<file path="src/jse_pkg.sv">
// Shared types, character constants and token helpers of the JSON string escaper.
`timescale 1ns / 1ps
`default_nettype none

package jse_pkg;

    localparam int NUM_TOK = 5;
    localparam int TOK_IDX_W = $clog2(NUM_TOK);

    localparam logic [7:0] CH_QUOTE  = 8'h22;
    localparam logic [7:0] CH_BSLASH = 8'h5C;
    localparam logic [7:0] CH_LOWER_U = 8'h75;
    localparam logic [7:0] CH_LOWER_B = 8'h62;
    localparam logic [7:0] CH_LOWER_F = 8'h66;
    localparam logic [7:0] CH_LOWER_N = 8'h6E;
    localparam logic [7:0] CH_LOWER_R = 8'h72;
    localparam logic [7:0] CH_LOWER_T = 8'h74;
    localparam logic [7:0] CH_ZERO   = 8'h30;
    localparam logic [7:0] CH_HEX_AF = 8'h57;  // 'a' - 10

    localparam logic [7:0] CTL_BS = 8'h08;
    localparam logic [7:0] CTL_HT = 8'h09;
    localparam logic [7:0] CTL_LF = 8'h0A;
    localparam logic [7:0] CTL_FF = 8'h0C;
    localparam logic [7:0] CTL_CR = 8'h0D;

    localparam logic [20:0] SUPP_BASE = 21'h10000;
    localparam logic [15:0] SURR_HI   = 16'hD800;
    localparam logic [15:0] SURR_LO   = 16'hDC00;

    // Output token: a quote or plain byte, a two-byte escape, or a \uXXXX escape.
    typedef enum logic [1:0] {
        TOK_NONE,
        TOK_RAW,
        TOK_ESC,
        TOK_U16
    } tok_kind_t;

    typedef struct packed {
        tok_kind_t   kind;
        logic [15:0] val;
    } token_t;

    typedef token_t [NUM_TOK-1:0] tok_list_t;

    // Partial UTF-8 sequence carried between input bytes.
    typedef struct packed {
        logic [7:0] pend0;
        logic [7:0] pend1;
        logic [7:0] pend2;
        logic [1:0] cnt;
        logic [2:0] seq_len;
    } seq_state_t;

    function automatic token_t make_tok(tok_kind_t kind, logic [15:0] val);
        token_t t;
        t.kind = kind;
        t.val  = val;
        return t;
    endfunction

    function automatic token_t u16_tok(logic [15:0] val);
        return make_tok(TOK_U16, val);
    endfunction

    function automatic token_t ascii_tok(logic [7:0] c);
        token_t t;
        case (c)
            CH_QUOTE:  t = make_tok(TOK_ESC, {8'h00, CH_QUOTE});
            CH_BSLASH: t = make_tok(TOK_ESC, {8'h00, CH_BSLASH});
            CTL_BS:    t = make_tok(TOK_ESC, {8'h00, CH_LOWER_B});
            CTL_FF:    t = make_tok(TOK_ESC, {8'h00, CH_LOWER_F});
            CTL_LF:    t = make_tok(TOK_ESC, {8'h00, CH_LOWER_N});
            CTL_CR:    t = make_tok(TOK_ESC, {8'h00, CH_LOWER_R});
            CTL_HT:    t = make_tok(TOK_ESC, {8'h00, CH_LOWER_T});
            default:
            begin
                if (c[7:5] == 3'b000)
                    t = u16_tok({8'h00, c});
                else
                    t = make_tok(TOK_RAW, {8'h00, c});
            end
        endcase
        return t;
    endfunction

    // Byte of a truncated tail, always in escape mode.
    function automatic token_t tail_tok(logic [7:0] c);
        return c[7] ? u16_tok({8'h00, c}) : ascii_tok(c);
    endfunction

    function automatic logic [2:0] lead_length(logic [7:0] c);
        logic [2:0] len;
        if (c[7:5] == 3'b110)
            len = 3'd2;
        else if (c[7:4] == 4'b1110)
            len = 3'd3;
        else if (c[7:3] == 5'b11110)
            len = 3'd4;
        else
            len = 3'd0;
        return len;
    endfunction

    function automatic logic [7:0] hex_char(logic [3:0] d);
        return (d < 4'd10) ? (CH_ZERO + {4'h0, d}) : (CH_HEX_AF + {4'h0, d});
    endfunction

    function automatic logic [2:0] tok_len(token_t t);
        logic [2:0] len;
        case (t.kind)
            TOK_RAW: len = 3'd1;
            TOK_ESC: len = 3'd2;
            TOK_U16: len = 3'd6;
            default: len = 3'd0;
        endcase
        return len;
    endfunction

    function automatic logic [7:0] tok_byte(token_t t, logic [2:0] pos);
        logic [7:0] b;
        case (t.kind)
            TOK_RAW: b = t.val[7:0];
            TOK_ESC: b = (pos == 3'd0) ? CH_BSLASH : t.val[7:0];
            TOK_U16:
            begin
                case (pos)
                    3'd0:    b = CH_BSLASH;
                    3'd1:    b = CH_LOWER_U;
                    3'd2:    b = hex_char(t.val[15:12]);
                    3'd3:    b = hex_char(t.val[11:8]);
                    3'd4:    b = hex_char(t.val[7:4]);
                    default: b = hex_char(t.val[3:0]);
                endcase
            end
            default: b = 8'h00;
        endcase
        return b;
    endfunction

endpackage

`default_nettype wire

</file>
<file path="src/json_string_escaper.sv">
// Top level of the JSON string escaper: input register, sequence state and result emitter.
`timescale 1ns / 1ps
`default_nettype none

// Takes the bytes of a string on the slave stream (tuser marks the first byte, tlast
// the last) and sends its quoted, escaped JSON text on the master stream, one byte per
// cycle while m_axis_tready is high, with tlast on the final byte caused by each input
// byte. An input byte causes 1 to 19 output bytes (a byte that only extends a UTF-8
// sequence sends nothing), so plain ASCII runs at one byte per cycle while the output
// is ready. The output port is the limit: escapes of 2, 6 or 12 bytes hold off the
// input. A request passes the input register, then the result register, before its first
// byte goes out. escape_non_ascii is written via cfg_wr_en/cfg_wr_data; the user must
// do so only while the block is idle (not enforced); reset value 0 (raw passthrough).

module json_string_escaper (
    input  wire logic       clk,
    input  wire logic       rst_n,
    input  wire logic       cfg_wr_en,
    input  wire logic       cfg_wr_data,    // escape_non_ascii
    input  wire logic       s_axis_tvalid,
    output logic            s_axis_tready,
    input  wire logic [7:0] s_axis_tdata,   // data_byte
    input  wire logic       s_axis_tuser,   // first_of_string
    input  wire logic       s_axis_tlast,   // last_of_string
    output logic            m_axis_tvalid,
    input  wire logic       m_axis_tready,
    output logic [7:0]      m_axis_tdata,   // out_char
    output logic            m_axis_tlast    // last_of_run
);

    logic                 esc_reg;
    logic                 in_vld_reg;
    logic [7:0]           in_data_reg;
    logic                 in_first_reg;
    logic                 in_last_reg;
    jse_pkg::seq_state_t  st_reg;
    jse_pkg::seq_state_t  st_next;
    jse_pkg::tok_list_t   toks;
    logic                 emit_free;
    logic                 take;

    assign take          = in_vld_reg && emit_free;
    assign s_axis_tready = !in_vld_reg || emit_free;

    always_ff @(posedge clk or negedge rst_n)
    begin
        if (!rst_n)
        begin
            esc_reg    <= 1'b0;
            in_vld_reg <= 1'b0;
            st_reg     <= '0;
        end
        else
        begin
            if (cfg_wr_en)
                esc_reg <= cfg_wr_data;
            if (s_axis_tvalid && s_axis_tready)
                in_vld_reg <= 1'b1;
            else if (take)
                in_vld_reg <= 1'b0;
            if (take)
                st_reg <= st_next;
        end
    end

    always_ff @(posedge clk)
    begin
        if (s_axis_tvalid && s_axis_tready)
        begin
            in_data_reg  <= s_axis_tdata;
            in_first_reg <= s_axis_tuser;
            in_last_reg  <= s_axis_tlast;
        end
    end

    jse_encoder u_encoder (
        .data_byte        (in_data_reg),
        .first_of_string  (in_first_reg),
        .last_of_string   (in_last_reg),
        .escape_non_ascii (esc_reg),
        .st               (st_reg),
        .st_next          (st_next),
        .toks             (toks)
    );

    jse_emitter u_emitter (
        .clk           (clk),
        .rst_n         (rst_n),
        .load          (take),
        .toks          (toks),
        .free          (emit_free),
        .m_axis_tvalid (m_axis_tvalid),
        .m_axis_tready (m_axis_tready),
        .m_axis_tdata  (m_axis_tdata),
        .m_axis_tlast  (m_axis_tlast)
    );

endmodule

`default_nettype wire

</file>
<file path="src/jse_encoder.sv">
// Per-byte escape decision: turns one input byte and the pending sequence into tokens.
`timescale 1ns / 1ps
`default_nettype none

module jse_encoder (
    input  wire logic [7:0]          data_byte,
    input  wire logic                first_of_string,
    input  wire logic                last_of_string,
    input  wire logic                escape_non_ascii,
    input  jse_pkg::seq_state_t      st,
    output jse_pkg::seq_state_t      st_next,
    output jse_pkg::tok_list_t       toks
);

    logic [1:0]  cnt;
    logic [2:0]  seq_len;
    logic [2:0]  n_run;
    logic [20:0] cp;
    logic [20:0] cp_off;
    logic [2:0]  len_c;

    always_comb
    begin
        cnt     = first_of_string ? 2'd0 : st.cnt;
        seq_len = first_of_string ? 3'd0 : st.seq_len;
        n_run   = {1'b0, cnt} + 3'd1;
        len_c   = jse_pkg::lead_length(data_byte);

        case (seq_len)
            3'd2:    cp = {10'h000, st.pend0[4:0], data_byte[5:0]};
            3'd3:    cp = {5'h00, st.pend0[3:0], st.pend1[5:0], data_byte[5:0]};
            default: cp = {st.pend0[2:0], st.pend1[5:0], st.pend2[5:0], data_byte[5:0]};
        endcase
        cp_off = cp - jse_pkg::SUPP_BASE;

        st_next         = st;
        st_next.cnt     = cnt;
        st_next.seq_len = seq_len;

        for (int i = 0; i < jse_pkg::NUM_TOK; i++)
            toks[i] = jse_pkg::make_tok(jse_pkg::TOK_NONE, 16'h0000);

        if (first_of_string)
            toks[0] = jse_pkg::make_tok(jse_pkg::TOK_RAW, {8'h00, jse_pkg::CH_QUOTE});
        if (last_of_string)
            toks[4] = jse_pkg::make_tok(jse_pkg::TOK_RAW, {8'h00, jse_pkg::CH_QUOTE});

        if (cnt != 2'd0)
        begin
            if (n_run >= seq_len)
            begin
                // sequence complete
                if (cp[20:16] != 5'd0)
                begin
                    toks[1] = jse_pkg::u16_tok(jse_pkg::SURR_HI | {6'd0, cp_off[19:10]});
                    toks[2] = jse_pkg::u16_tok(jse_pkg::SURR_LO | {6'd0, cp_off[9:0]});
                end
                else
                begin
                    toks[1] = jse_pkg::u16_tok(cp[15:0]);
                end
                st_next.cnt     = 2'd0;
                st_next.seq_len = 3'd0;
            end
            else if (last_of_string)
            begin
                // truncated: lead escaped, trailing bytes redone
                toks[1] = jse_pkg::u16_tok({8'h00, st.pend0});
                if (cnt == 2'd1)
                begin
                    toks[2] = jse_pkg::tail_tok(data_byte);
                end
                else if (jse_pkg::lead_length(st.pend1) == 3'd2)
                begin
                    toks[2] = jse_pkg::u16_tok({5'd0, st.pend1[4:0], data_byte[5:0]});
                end
                else
                begin
                    toks[2] = jse_pkg::tail_tok(st.pend1);
                    toks[3] = jse_pkg::tail_tok(data_byte);
                end
                st_next.cnt     = 2'd0;
                st_next.seq_len = 3'd0;
            end
            else if (cnt != 2'd3)
            begin
                case (cnt)
                    2'd1:    st_next.pend1 = data_byte;
                    default: st_next.pend2 = data_byte;
                endcase
                st_next.cnt = cnt + 2'd1;
            end
        end
        else if (!data_byte[7] || !escape_non_ascii)
        begin
            toks[1] = jse_pkg::ascii_tok(data_byte);
        end
        else if (last_of_string || len_c == 3'd0)
        begin
            toks[1] = jse_pkg::u16_tok({8'h00, data_byte});
        end
        else
        begin
            st_next.pend0   = data_byte;
            st_next.cnt     = 2'd1;
            st_next.seq_len = len_c;
        end
    end

endmodule

`default_nettype wire

</file>
<file path="src/jse_emitter.sv">
// Result register: holds one request's tokens; sends one byte per cycle while ready.
`timescale 1ns / 1ps
`default_nettype none

module jse_emitter (
    input  wire logic                clk,
    input  wire logic                rst_n,
    input  wire logic                load,
    input  jse_pkg::tok_list_t       toks,
    output logic                     free,
    output logic                     m_axis_tvalid,
    input  wire logic                m_axis_tready,
    output logic [7:0]               m_axis_tdata,   // out_char
    output logic                     m_axis_tlast    // last_of_run
);

    jse_pkg::tok_list_t             tok_reg;
    logic [jse_pkg::NUM_TOK-1:0]    vld_reg;
    logic [jse_pkg::NUM_TOK-1:0]    vld_next;
    logic [2:0]                     pos_reg;
    logic [2:0]                     pos_next;
    logic [jse_pkg::TOK_IDX_W-1:0]  idx;
    jse_pkg::token_t                cur;
    logic                           tok_end;
    logic                           only_tok;
    logic [jse_pkg::NUM_TOK-1:0]    others;

    always_comb
    begin
        idx = '0;
        for (int i = jse_pkg::NUM_TOK - 1; i >= 0; i--)
            if (vld_reg[i])
                idx = jse_pkg::TOK_IDX_W'(i);
        cur    = tok_reg[idx];
        others = vld_reg;
        others[idx] = 1'b0;
        tok_end  = (pos_reg == jse_pkg::tok_len(cur) - 3'd1);
        only_tok = (others == '0);

        m_axis_tvalid = |vld_reg;
        m_axis_tdata  = jse_pkg::tok_byte(cur, pos_reg);
        m_axis_tlast  = tok_end && only_tok;
        free = !m_axis_tvalid || (m_axis_tready && m_axis_tlast);

        vld_next = vld_reg;
        pos_next = pos_reg;
        if (load)
        begin
            for (int i = 0; i < jse_pkg::NUM_TOK; i++)
                vld_next[i] = (toks[i].kind != jse_pkg::TOK_NONE);
            pos_next = 3'd0;
        end
        else if (m_axis_tvalid && m_axis_tready)
        begin
            if (tok_end)
            begin
                vld_next = others;
                pos_next = 3'd0;
            end
            else
            begin
                pos_next = pos_reg + 3'd1;
            end
        end
    end

    always_ff @(posedge clk or negedge rst_n)
    begin
        if (!rst_n)
        begin
            vld_reg <= '0;
            pos_reg <= 3'd0;
        end
        else
        begin
            vld_reg <= vld_next;
            pos_reg <= pos_next;
        end
    end

    always_ff @(posedge clk)
    begin
        if (load)
            tok_reg <= toks;
    end

endmodule

`default_nettype wire

</file>
<file path="config.mk">
export PLATFORM = sky130hd
export DESIGN_NAME = json_string_escaper
export DESIGN_NICKNAME = d
export VERILOG_FILES = /design/src/jse_pkg.sv /design/src/json_string_escaper.sv /design/src/jse_encoder.sv /design/src/jse_emitter.sv
export SDC_FILE = /design/constraint.sdc
export NUM_CORES = 1
export LEC_CHECK = 0
export ABC_AREA = 1
export BUFFER_PORTS_ARGS = -buffer_cell sky130_fd_sc_hd__buf_2
export CAP_MARGIN = 20
export CORE_MARGIN = 2
export CORE_UTILIZATION = 45
export DETAILED_ROUTE_END_ITERATION = 16
export PLACE_DENSITY = 0.66
export RECOVER_POWER = 100
export SETUP_SLACK_MARGIN = 0.3
export SYNTH_ARGS = -nofsm -noshare
export SYNTH_HDL_FRONTEND = slang
export SYNTH_SLANG_ARGS = --single-unit
</file>
<file path="constraint.sdc">
create_clock -name clk -period 3.5 [get_ports clk]
set_input_delay 0.7 -clock clk [delete_from_list [all_inputs] [get_ports clk]]
set_output_delay 0.7 -clock clk [all_outputs]
set_load 0.005 [all_outputs]
</file>
==> results.md, run 1 <==
- Synth top area share: 25.9%
- First-pass GRT wire length: 27,700 um
- Die width: 122 um
- Final setup viols: 0
- Clock Path Buffers: 2
- Clock transition at path regs: 0.07 ns
- Avg Cell Area, Syn: 7.84 um^2
- Crit path top cell by count: nand3_2
- PortBufs: 26
- Synth top area cells: edfxtp_1, dfrtp_1, nand2_1, inv_1, nand3_1
- Dpl cells: 1,003
- Synth-to-Final Area Change: 19.3%
- 1st-iter DRT viols: 425
- Leading cell types by count after synthesis: nand2_1, inv_1, nor2_1
- Clk root buf: clkbuf_16
- Most common cell in the synthesized netlist: nand2_1
- Clock Skew: 0.0110 ns
- Initial antenna violation count: 0
- Core area: 13,700 um^2
- Number of synthesized flops with an enable pin: 54
- Worst R2R Setup Slack: 0.25 ns
- Hold Startpoint: st_reg[27]$_DFFE_PN0P_
- Slew of the pin with the lowest slew margin: 2.16 ns
- ANT nets after route: 0
- Global-route usage over all layers: 24.3%
- Post-route cell area: 7480 um^2
- Ant. Diodes: 0
- Vias: 5,778
- Critical path arrival: 2.61 ns
- Synthesis warning total: 0
- Final period utilization: 94.4%
- Fraction of registers with async set/reset: 40.7%
- Top Ports: 27
- Worst r2r src: u_emitter.vld_reg[0]$_DFFE_PN0P_
- Detailed Routing Iterations Pass 1: 5
- Final Worst Setup Slack: 0.195 ns
- Clock Sinks: 91
- Crit path max fanout: 4
- CP Cell Sequence: nor2_8, o21ai_4, inv_4, buf_12, nor2_4, a32oi_4, ha_4, xor2_2, nand3_2, nor3_4, nand2_1, nand3_2, buf_2
- Worst setup EP type: primary output
- Netlist cell types: 54
- Flops & latches, synth: 91
- Max FFs per register: 44
- Startpoint Class: register
- Setup TNS Final: 0 ns
- Main synth FF type: edfxtp_1
- Outcome: complete, but fails checks
- Pin count of the biggest net entering global routing: 38
- Place WS: 0.119 ns
- Final Non-Filler Cells: 1,050
- Crit path time final: 3.31 ns
- Failing checks: capacitance limit, slew limit
- Share of cells above drive strength 1: 23.4%
- Setup crit start: u_emitter.vld_reg[0]$_DFFE_PN0P_
- Dpl hpwl: 13,000 um
- Row Count: 43
- Routed WL per cell: 17.1 um
- Worst path required time: 2.80 ns
- Slowest cell delay on critical path: 0.51 ns
- Post-DP Area: 6610 um^2
- Cell Area, Synth: 6270 um^2
- Slew headroom: -44.0%
- H-tree Lvls: 3
- Slowest-stage cell, CP: dfrtp_1
- Post-synth top area cell: edfxtp_1
- Sequential share of the synthesized area: 40.6%
- Hold crit path type: register to register
- Drt via density: 5.50
- Clk Latency, worst-skew pair: 0.35 ns
- Endpoints failing hold: 0
- CP Class: register to primary output
- Die area: 14,900 um^2
- Max-Cap Viols: 1
- Unrepaired setup endpoints after global routing: true
- DRC viols: 0
- Initial Utilization: 45.7%
- Post-Route WL: 18,000 um
- RePlAce Congestion: 0.961
- Overflow after GRT: 0
- Max Fclk: 0.303 GHz
- Gate Count Post-Synth: 800
- Net count, final: 902
- Num CTS Buffers: 9
- CTS tree: yes
- Max-slew violation count: 38
- Number of global-route vias before repair: 5,353
- Die Height: 122 um
- Syn nets: 837
==> worst max-delay path, delay by kind of cell (launching register included) <==
| kind | cells | cell delay [ns] |
|---|---|---|
| xor gates and xnor gates | 1 | 0.18 |
| buffers and inverters | 3 | 0.30 |
| AOI/OAI and AO/OA | 2 | 0.38 |
| adders and majority gates | 1 | 0.22 |
| DFF | 1 | 0.51 |
| and+or+nand+nor | 6 | 0.66 |
==> metal layers <==
metal	part of all wire (%)	track usage, %	up-vias
met5	0	0	-
met4	2.8	9.12	0
met3	6.3	4.07	37
met2	48	39.7	193
met1	43	32.4	2707
li1	-	-	2841
==> logic make-up (layout without fill, tap and decap cells) <==
kind of cell / after synthesis / count (layout) / share of synthesized area [%]
AOI/OAI and AO/OA: 157 / 157 / 15.9
xor gates and xnor gates: 6 / 6 / 0.838
adders and majority gates: 21 / 21 / 4.19
buffers and inverters: 124 / 193 / 8.38
DFF: 91 / 91 / 40.6
muxes: 1 / 1 / 0.180
and+or+nand+nor: 400 / 401 / 29.8
==> layout by cell type (no fill, tap or decap), types with 4 or more instances in the layout <==
cell / instances
a21oi_1: 24
a21oi_2: 4
a31oi_1: 6
buf_2: 24
buf_4: 26
buf_6: 8
clkbuf_1: 5
clkbuf_16: 9
dfrtp_1: 35
edfxtp_1: 54
ha_1: 14
ha_4: 5
inv_1: 87
inv_2: 14
inv_4: 4
nand2_1: 187
nand2_2: 19
nand2_4: 9
nand3_1: 61
nand3_2: 9
nand3b_1: 4
nand4_1: 7
nor2_1: 67
nor2_2: 9
nor2_4: 6
nor3_1: 6
o211ai_1: 6
o21ai_0: 49
o21ai_1: 7
o21ai_2: 19
o221ai_1: 6
o22ai_1: 15
xnor2_1: 4
==> worst paths after layout <==
| check | endpoint | cells past startpoint |
|---|---|---|
| worst max-delay path | s_axis_tready | 13 |
| worst min-delay path | st_reg[27]$_DFFE_PN0P_ | 2 |
| worst max register to register | u_emitter.tok_reg[50]$_SDFFCE_PP0P_ | 16 |
| worst min register to register | st_reg[27]$_DFFE_PN0P_ | 2 |
| max in group asynchronous | u_emitter.vld_reg[3]$_DFFE_PN0P_ | 1 |
| min in group asynchronous | st_reg[7]$_DFFE_PN0P_ | 1 |
==> per-stage QoR <==
step                hold WS [ns]  util, %
floorplan                  0.404        -
global placement           0.455     48.2
detailed placement         0.464     48.2
CTS                        0.479     53.0
global route               0.502     54.5
finish                     0.468     54.5
==> repair_timing <==
item                       in CTS  in global routing
hold buffers                    0                  0
setup endpoints to repair      75                 81
setup buffers                  21                  9
gates cloned                    0                  1
resized for setup              49                 46
pin swaps                      20                 19
==> final cells by class <==
cell class | count | area (um^2)
Timing Repair Buffer | 68 | 500
Multi-Input combinational cell | 586 | 3480
Clock inverter | 6 | 63.8
Tap cell | 180 | 225
Sequential cell | 91 | 2550
Clock buffer | 10 | 229
Fill cell | 1294 | 6240
Inverter | 109 | 428
Power of run 1 is left out: the tool's default activity adds up to more than one toggle a clock period on the data nets, which glitch-free logic cannot reach.
==> inputs of run 2 (changes only) <==
- CELL_PAD_IN_SITES_DETAIL_PLACEMENT: default -> 1
- CELL_PAD_IN_SITES_GLOBAL_PLACEMENT: default -> 1
- CORE_UTILIZATION: 45 -> 42
- PLACE_DENSITY: 0.66 -> 0.78
==> run 2 against run 1 <==
  * The run still ends with capacitance limit, slew limit left
  * Maximum frequency shrank 3.5%
  * Die area increased by 6.9%
  * Register-to-register slack improved by 0.02 ns
  * Hold slack gained 0.018 ns
  * Critical path type unchanged
  * Routed wire length is 26% higher
  * Sequential share of layout area is 0.92 points lower
==> results.md, run 2 (synthesis gave the netlist of run 1 again) <==
- RePlAce Congestion: 0.967 (+0.67%)
- Max Fclk: 0.292 GHz (-3.5%)
- Clock Skew: 0.0113 ns (+0.000315 ns)
- H-tree Lvls: 3 (unchanged)
- Detailed Routing Iterations Pass 1: 6 (+1)
- Final period utilization: 97.9% (+3.4 points)
- ANT nets after route: 0 (unchanged)
- Most common cell after layout, fill and taps aside: nand2_1
- Slew of the pin with the lowest slew margin: 2.08 ns (-0.0766 ns)
- Max-Cap Viols: 1 (unchanged)
- Max FFs per register: 44 (unchanged)
- Dpl hpwl: 16,500 um (+27%)
- Die area: 15,900 um^2 (+6.9%)
- Setup TNS Final: 0 ns (unchanged)
- Row Count: 44 (+2.3%)
- Endpoints failing hold: 0 (unchanged)
- Die width: 126 um (+3.4%)
- Top Ports: 27 (unchanged)
- Fillers: 1,788 (+38%)
- Share of cells above drive strength 1: 25.7% (+2.3 points)
- Initial antenna violation count: 0 (unchanged)
- Slew headroom: -38.9% (+5.1 points)
- Outcome: complete, but fails checks
- Final setup viols: 0 (unchanged)
- Crit path time final: 3.43 ns (+0.120 ns)
- Clock Sinks: 91 (unchanged)
- Overflow after GRT: 0 (unchanged)
- Synth-to-Final Area Change: 22.7%
- First-pass GRT wire length: 34,300 um (+24%)
- Slowest cell delay on critical path: 0.45 ns (-0.06 ns)
- Num CTS Buffers: 9 (unchanged)
- Initial Utilization: 43.1% (-2.6 points)
- Number of global-route vias before repair: 6,312 (+18%)
- Critical path arrival: 2.73 ns (+0.12 ns)
- PortBufs: 26 (unchanged)
- Pin count of the biggest net entering global routing: 38 (unchanged)
- CP Class: register to primary output
- Reg2Reg Depth: 10 (-6)
- Final Non-Filler Cells: 1,070 (+1.9%)
- CP Cell Sequence: buf_6, o21ai_4, buf_6, nand2_4, o22ai_4, o21ai_4, ha_4, xor2_1, nand3_2, nor3_4, nand2_2, nand3_2, buf_2
- Unrepaired setup endpoints after global routing: true
- Clock transition at path regs: 0.07 ns (about the same)
- Dpl cells: 1,008 (+0.50%)
- Clk Latency, worst-skew pair: 0.36 ns (about the same)
- DRC viols: 0 (unchanged)
- Vias: 6,071 (+5.1%)
- 1st-iter DRT viols: 343 (-19%)
- Post-Route WL: 22,600 um (+26%)
- CTS tree: yes
- Net count, final: 918 (+1.8%)
- Clock Path Buffers: 2 (unchanged)
- Core area: 14,500 um^2 (+5.9%)
- Drt via density: 5.67 (+3.1%)
- Clk root buf: clkbuf_16
- Die Height: 126 um (+3.4%)
- Worst setup EP type: primary output
- Routed WL per cell: 21.1 um (+23%)
- Global-route usage over all layers: 27.8% (+3.5 points)
- Hold depth: 2 (unchanged)
- Hold crit path type: register to register
- WHS: 0.486 ns (+0.0182 ns)
- Startpoint Class: register
- Max-slew violation count: 38 (unchanged)
- Crit path max fanout: 4 (unchanged)
- Failing checks: capacitance limit, slew limit
- Ant. Diodes: 0 (unchanged)
- Slowest-stage cell, CP: dfrtp_2
- Worst path required time: 2.80 ns (about the same)
- Most frequent cells in the layout: nand2_1, inv_1, nor2_1, nand3_1, edfxtp_1
## run 2: cell types whose count changed in the layout (fill, tap and decap cells not counted), sizes merged
cell / before / now
buf: 61 / 78
clkbuf: 17 / 14
clkinvlp: 2 / 0
inv: 108 / 110
nand2: 217 / 218
nand3: 73 / 74
## run 2: path summary, 6_finish.rpt
path                                             startpoint                               end  slack [ns]
max reg2reg                          in_first_reg$_DFFE_PP_   u_emitter.tok_reg[20]$_DFFE_PP_        0.27
max in group asynchronous                             rst_n  u_emitter.vld_reg[2]$_DFFE_PN0P_        1.22
min                                  st_reg[24]$_DFFE_PN0P_            st_reg[24]$_DFFE_PN0P_        0.49
min in group asynchronous                             rst_n             st_reg[4]$_DFFE_PN0P_        0.94
min reg2reg                          st_reg[24]$_DFFE_PN0P_            st_reg[24]$_DFFE_PN0P_        0.49
max                        u_emitter.vld_reg[2]$_DFFE_PN0P_                     s_axis_tready        0.07
## run 2: repair_timing
action                     4_1_cts  5_1_grt
setup endpoints to repair       98       99
hold buffers                     0        0
resized for setup               45       46
pin swaps                       12       19
buffers inserted                20       21
gates cloned                     1        4
## run 2: cell type report
cell class	instances	area [um^2]	share of cell area, %
inverter	109	435	5.66
clock inverter	5	62.6	0.813
sequential	91	2550	33.2
timing repair buffer	81	618	8.04
timing repair inverter	1	8.76	0.114
multi-input combinational	588	3520	45.8
clock buffer	11	264	3.43
tap	184	230	2.99
## run 2: worst max-delay path: cells and delay by family (launching register included)
family | cells | cell delay (ns)
compound gates | 3 | 0.55
xor+xnor | 1 | 0.16
fa+ha+maj | 1 | 0.29
buf+inv | 3 | 0.39
flops | 1 | 0.45
simple gates | 5 | 0.52
## run 2: through the flow
step / cell area [um^2] / setup slack, ns / util (%)
after floorplan: 6270 / 0.407 / -
after detailed placement: 6630 / -0.111 / 45.6
after global placement: 6630 / 0.0956 / 45.6
after global routing: 7690 / -0.0160 / 52.9
after CTS: 7270 / 0.181 / 50.1
final: 7690 / 0.0745 / 52.9
## run 2: routing by layer
| layer | global-route usage (%) | part of all wire [%] |
|---|---|---|
| met1 | 32.8 | 40 |
| met2 | 48.2 | 50 |
| met3 | 4.46 | 3.9 |
| met4 | 15.7 | 5.6 |
| met5 | 0 | 0 |
Power of run 2 is left out for the same reason.
==> inputs of run 3 (changes only) <==
- ABC_AREA: 1 -> default
- BUFFER_PORTS_ARGS: -buffer_cell sky130_fd_sc_hd__buf_2 -> default
- CORE_MARGIN: 2 -> default
- CORE_UTILIZATION: 42 -> 45
- DONT_BUFFER_PORTS: default -> 1
==> run 3 against run 2 <==
  * Critical path depth down 3
  * Largest cell class unchanged
  * First-iteration DRC count increased by 43%
  * Hold slack lost 0.45 ns
  * The run ends with setup timing left
  * Critical path type unchanged
  * Cell area decreased by 1.4%
  * Via count fell by 9.9%
==> results.md, run 3 <==
- Number of synthesized flops with an enable pin: 54 (unchanged)
- Share of cells above drive strength 1: 21.3% (-4.4 points)
- Die area: 14,300 um^2 (-10%)
- Die width: 120 um (-5.2%)
- Startpoint Class: register
- Switching share of power: 43.9%
- Overflow after GRT: 0 (unchanged)
- CP Cell Sequence: or2_4, nor2_4, mux4_2, a21oi_4, buf_6, ha_4, xor2_4, nand4_1, o21a_1, nand2_2
- Slew of the pin with the lowest slew margin: 1.04 ns (-1.05 ns)
- PD cells: 876 nW/um^2
- Top Ports: 27 (unchanged)
- CP Class: register to primary output
- Clock Sinks: 91 (unchanged)
- Failing checks: setup timing
- Fraction of registers with async set/reset: 40.7% (unchanged)
- Slowest cell delay on critical path: 0.54 ns (+0.09 ns)
- PortBufs: 0 (-100%)
- Clk root buf: clkbuf_16
- Peak supply drop: 0.479 mV
- Final Non-Filler Cells: 861 (-20%)
- Hold crit path type: input pin to async pin
- Main synth FF type: edfxtp_1
- Sequential group share of total power: 27.1%
- Number of global-route vias before repair: 5,715 (-9.5%)
- Syn nets: 700 (-16%)
- Unrepaired setup endpoints after global routing: true
- Avg Cell Area, Syn: 9.39 um^2 (+20%)
- Max-Cap Viols: 0 (-1)
- Clock transition at path regs: 0.07 ns (about the same)
- Initial Utilization: 46.7% (+3.5 points)
- Hold buffers post-CTS: 0 (unchanged)
- Clk Latency, worst-skew pair: 0.35 ns (about the same)
- Critical path arrival: 2.90 ns (+0.17 ns)
- Cell Area, Synth: 6230 um^2 (-0.66%)
- Dpl hpwl: 14,900 um (-9.3%)
- Int Power: 3.72 mW
- Clock Path Buffers: 2 (unchanged)
- RePlAce Congestion: 0.938 (-3.0%)
- Vias: 5,467 (-9.9%)
- Row Count: 42 (-4.5%)
- Post-route cell area: 7580 um^2 (-1.4%)
- Routed WL per cell: 24.7 um (+17%)
- Lkg Pwr: 2.85 nW
- Most frequent cells in the layout: nor2_1, a21oi_1, edfxtp_1, dfrtp_1
- Net count, final: 717 (-22%)
- Power Total: 6.64 mW
- Multi-input gate area: 3740 um^2 (+6.4%)
- Combinational Power Share: 58.3%
- Most common cell in the synthesized netlist: nor2_1
- Endpoints failing hold: 0 (unchanged)
- Fillers: 1,450 (-19%)
- Worst setup EP type: primary output
- Dpl cells: 815 (-19%)
- Netlist cell types: 82 (+52%)
- Clock Skew: 0.0126 ns (+0.00130 ns)
- Final setup viols: 4 (+4)
- Final period utilization: 103% (+5.1 points)
- Post-Route WL: 21,200 um (-6.0%)
- Leading cell types by count after synthesis: nor2_1, a21oi_1, edfxtp_1
- Ant. Diodes: 0 (unchanged)
- First-pass GRT wire length: 33,200 um (-3.1%)
- Max-slew violation count: 0 (-100%)
- Synth top area share: 26.0% (+0.17 points)
- Slowest-stage cell, CP: mux4_2
- Initial antenna violation count: 0 (unchanged)
- Crit-path leading delay family: simple AND/OR/NAND/NOR gates
- Place WS: 0.0648 ns (+0.176 ns)
- CTS tree: yes
- Num CTS Buffers: 9 (unchanged)
- Detailed Routing Iterations Pass 1: 4 (-2)
- Sequential share of the synthesized area: 40.9% (+0.27 points)
- Synth-to-Final Area Change: 21.8%
- FF+latch area: 2550 um^2 (about the same)
- Worst path buffer plus inverter count: 1 (-2)
- Synth top area cells: edfxtp_1, dfrtp_1, a21oi_1, ha_1, nor2_1
- Max Fclk: 0.277 GHz (-4.9%)
- Slew headroom: 30.6% (+69 points)
- Gate Count Post-Synth: 663 (-17%)
- Worst path required time: 2.80 ns (about the same)
- Setup TNS Final: -0.197 ns (-0.197 ns)
- Core area: 13,300 um^2 (-8.2%)
- Final Worst Setup Slack: -0.104 ns (-0.178 ns)
- Outcome: complete, but fails checks
- Crit path time final: 3.60 ns (+0.178 ns)
- ANT nets after route: 0 (unchanged)
- DRC viols: 0 (unchanged)
- Pin count of the biggest net entering global routing: 38 (unchanged)
- Drt via density: 6.35 (+12%)
- Die Height: 120 um (-5.2%)
- H-tree Lvls: 3 (unchanged)
- Post-DP Area: 6550 um^2 (-1.2%)
- Crit path max fanout: 4 (unchanged)
- Switching power: 2.92 mW
- Max FFs per register: 44 (unchanged)
- Global-route usage over all layers: 30.5% (+2.7 points)
- Flops & latches, synth: 91 (unchanged)
- Clock power share: 14.6%
- Synthesis warning total: 0 (unchanged)
- Post-synth top area cell: edfxtp_1
- 1st-iter DRT viols: 491 (+43%)
- Most common cell after layout, fill and taps aside: nor2_1
==> run 3: cell count changes after synthesis, moves of 11 or more <==
| cell | change |
|---|---|
| mux2i_1 | +11 |
| inv_2 | -15 |
| nor3_1 | +14 |
| nand2_2 | -17 |
| inv_1 | -66 |
| o21ai_0 | -12 |
| clkbuf_1 | +25 |
| a21oi_1 | +30 |
| mux2_2 | +14 |
| nand2_1 | -159 |
| nand2b_1 | +20 |
| nand3_1 | -48 |
| o21ai_2 | -20 |
| nor2b_1 | +12 |
==> run 3: cell families (layout without fill, tap and decap cells) <==
logic type	Yosys count	after routing	synth area share, %
AOI/OAI and AO/OA	204	204	21.8
xor gates and xnor gates	7	7	0.985
adders and majority gates	22	22	4.40
buffers and inverters	71	92	4.86
DFF	91	91	40.9
muxes	35	35	6.71
and+or+nand+nor	233	234	20.3
==> run 3: power groups by stage <==
stage	Sequential, mW	Combinational [mW]	Clock, mW
after floorplan	1.63	2.14	0
after global placement	1.78	2.74	0
after detailed placement	1.80	2.83	0
after CTS	1.78	3.45	0.966
after global routing	1.83	4.16	1.01
final	1.80	3.87	0.969
==> run 3: worst paths after layout <==
path                                                   from                                to  slack, ns  depth (start not counted)
max in group asynchronous                             rst_n  u_emitter.vld_reg[2]$_DFFE_PN0P_       3.35                          0
hold reg to reg                      st_reg[28]$_DFFE_PN0P_            st_reg[28]$_DFFE_PN0P_       0.49                          1
hold / removal                                        rst_n             st_reg[6]$_DFFE_PN0P_       0.04                          0
setup reg to reg           u_emitter.vld_reg[0]$_DFFE_PN0P_            st_reg[17]$_DFFE_PN0P_          0                         13
min in group clk                               s_axis_tuser            in_first_reg$_DFFE_PP_       0.44                          0
setup / recovery           u_emitter.vld_reg[0]$_DFFE_PN0P_                     s_axis_tready      -0.10                         10
==> run 3: routing by layer <==
layer	part of all wire, %	global-route usage [%]	wire length [um]
met1	41	37.1	8730
met2	53	55.6	11200
met3	3.2	2.71	683
met4	2.9	11.8	623
met5	0	0	0
==> run 3: timing repair <==
action                     CTS  global route
cloned                       7             0
gates resized for setup     49            30
setup endpoints to repair   82            99
buffers inserted            13             9
pin swaps                    7            11
==> run 3: layout make-up <==
type / instances / area share [%]
Sequential cell: 91 / 33.6
Clock inverter: 6 / 0.610
Timing Repair Buffer: 51 / 8.61
Inverter: 25 / 1.58
Multi-Input combinational cell: 502 / 49.4
Tap cell: 176 / 2.90
Clock buffer: 10 / 3.30
==> run 3: worst register-to-register path, cell delays in order (launching register included) <==
cell,delay [ns]
dfrtp_1,0.38
or2_4,0.28
nor2_4,0.11
mux4_2,0.54
a21oi_4,0.22
buf_6,0.13
ha_4,0.21
xor2_4,0.17
nand4_1,0.16
o21a_1,0.25
nand2b_4,0.21
clkinv_16,0.10
nand4b_4,0.24
mux2_4,0.39
==> run 3: through the flow <==
stage,hold WS [ns],utilization [%]
floorplan,0.404,-
global placement,0.406,49.0
detailed placement,0.406,49.0
CTS,0.0393,54.9
global route,0.0343,56.8
finish,0.0355,56.8
No activity file was read; power rests on OpenSTA's default activity.
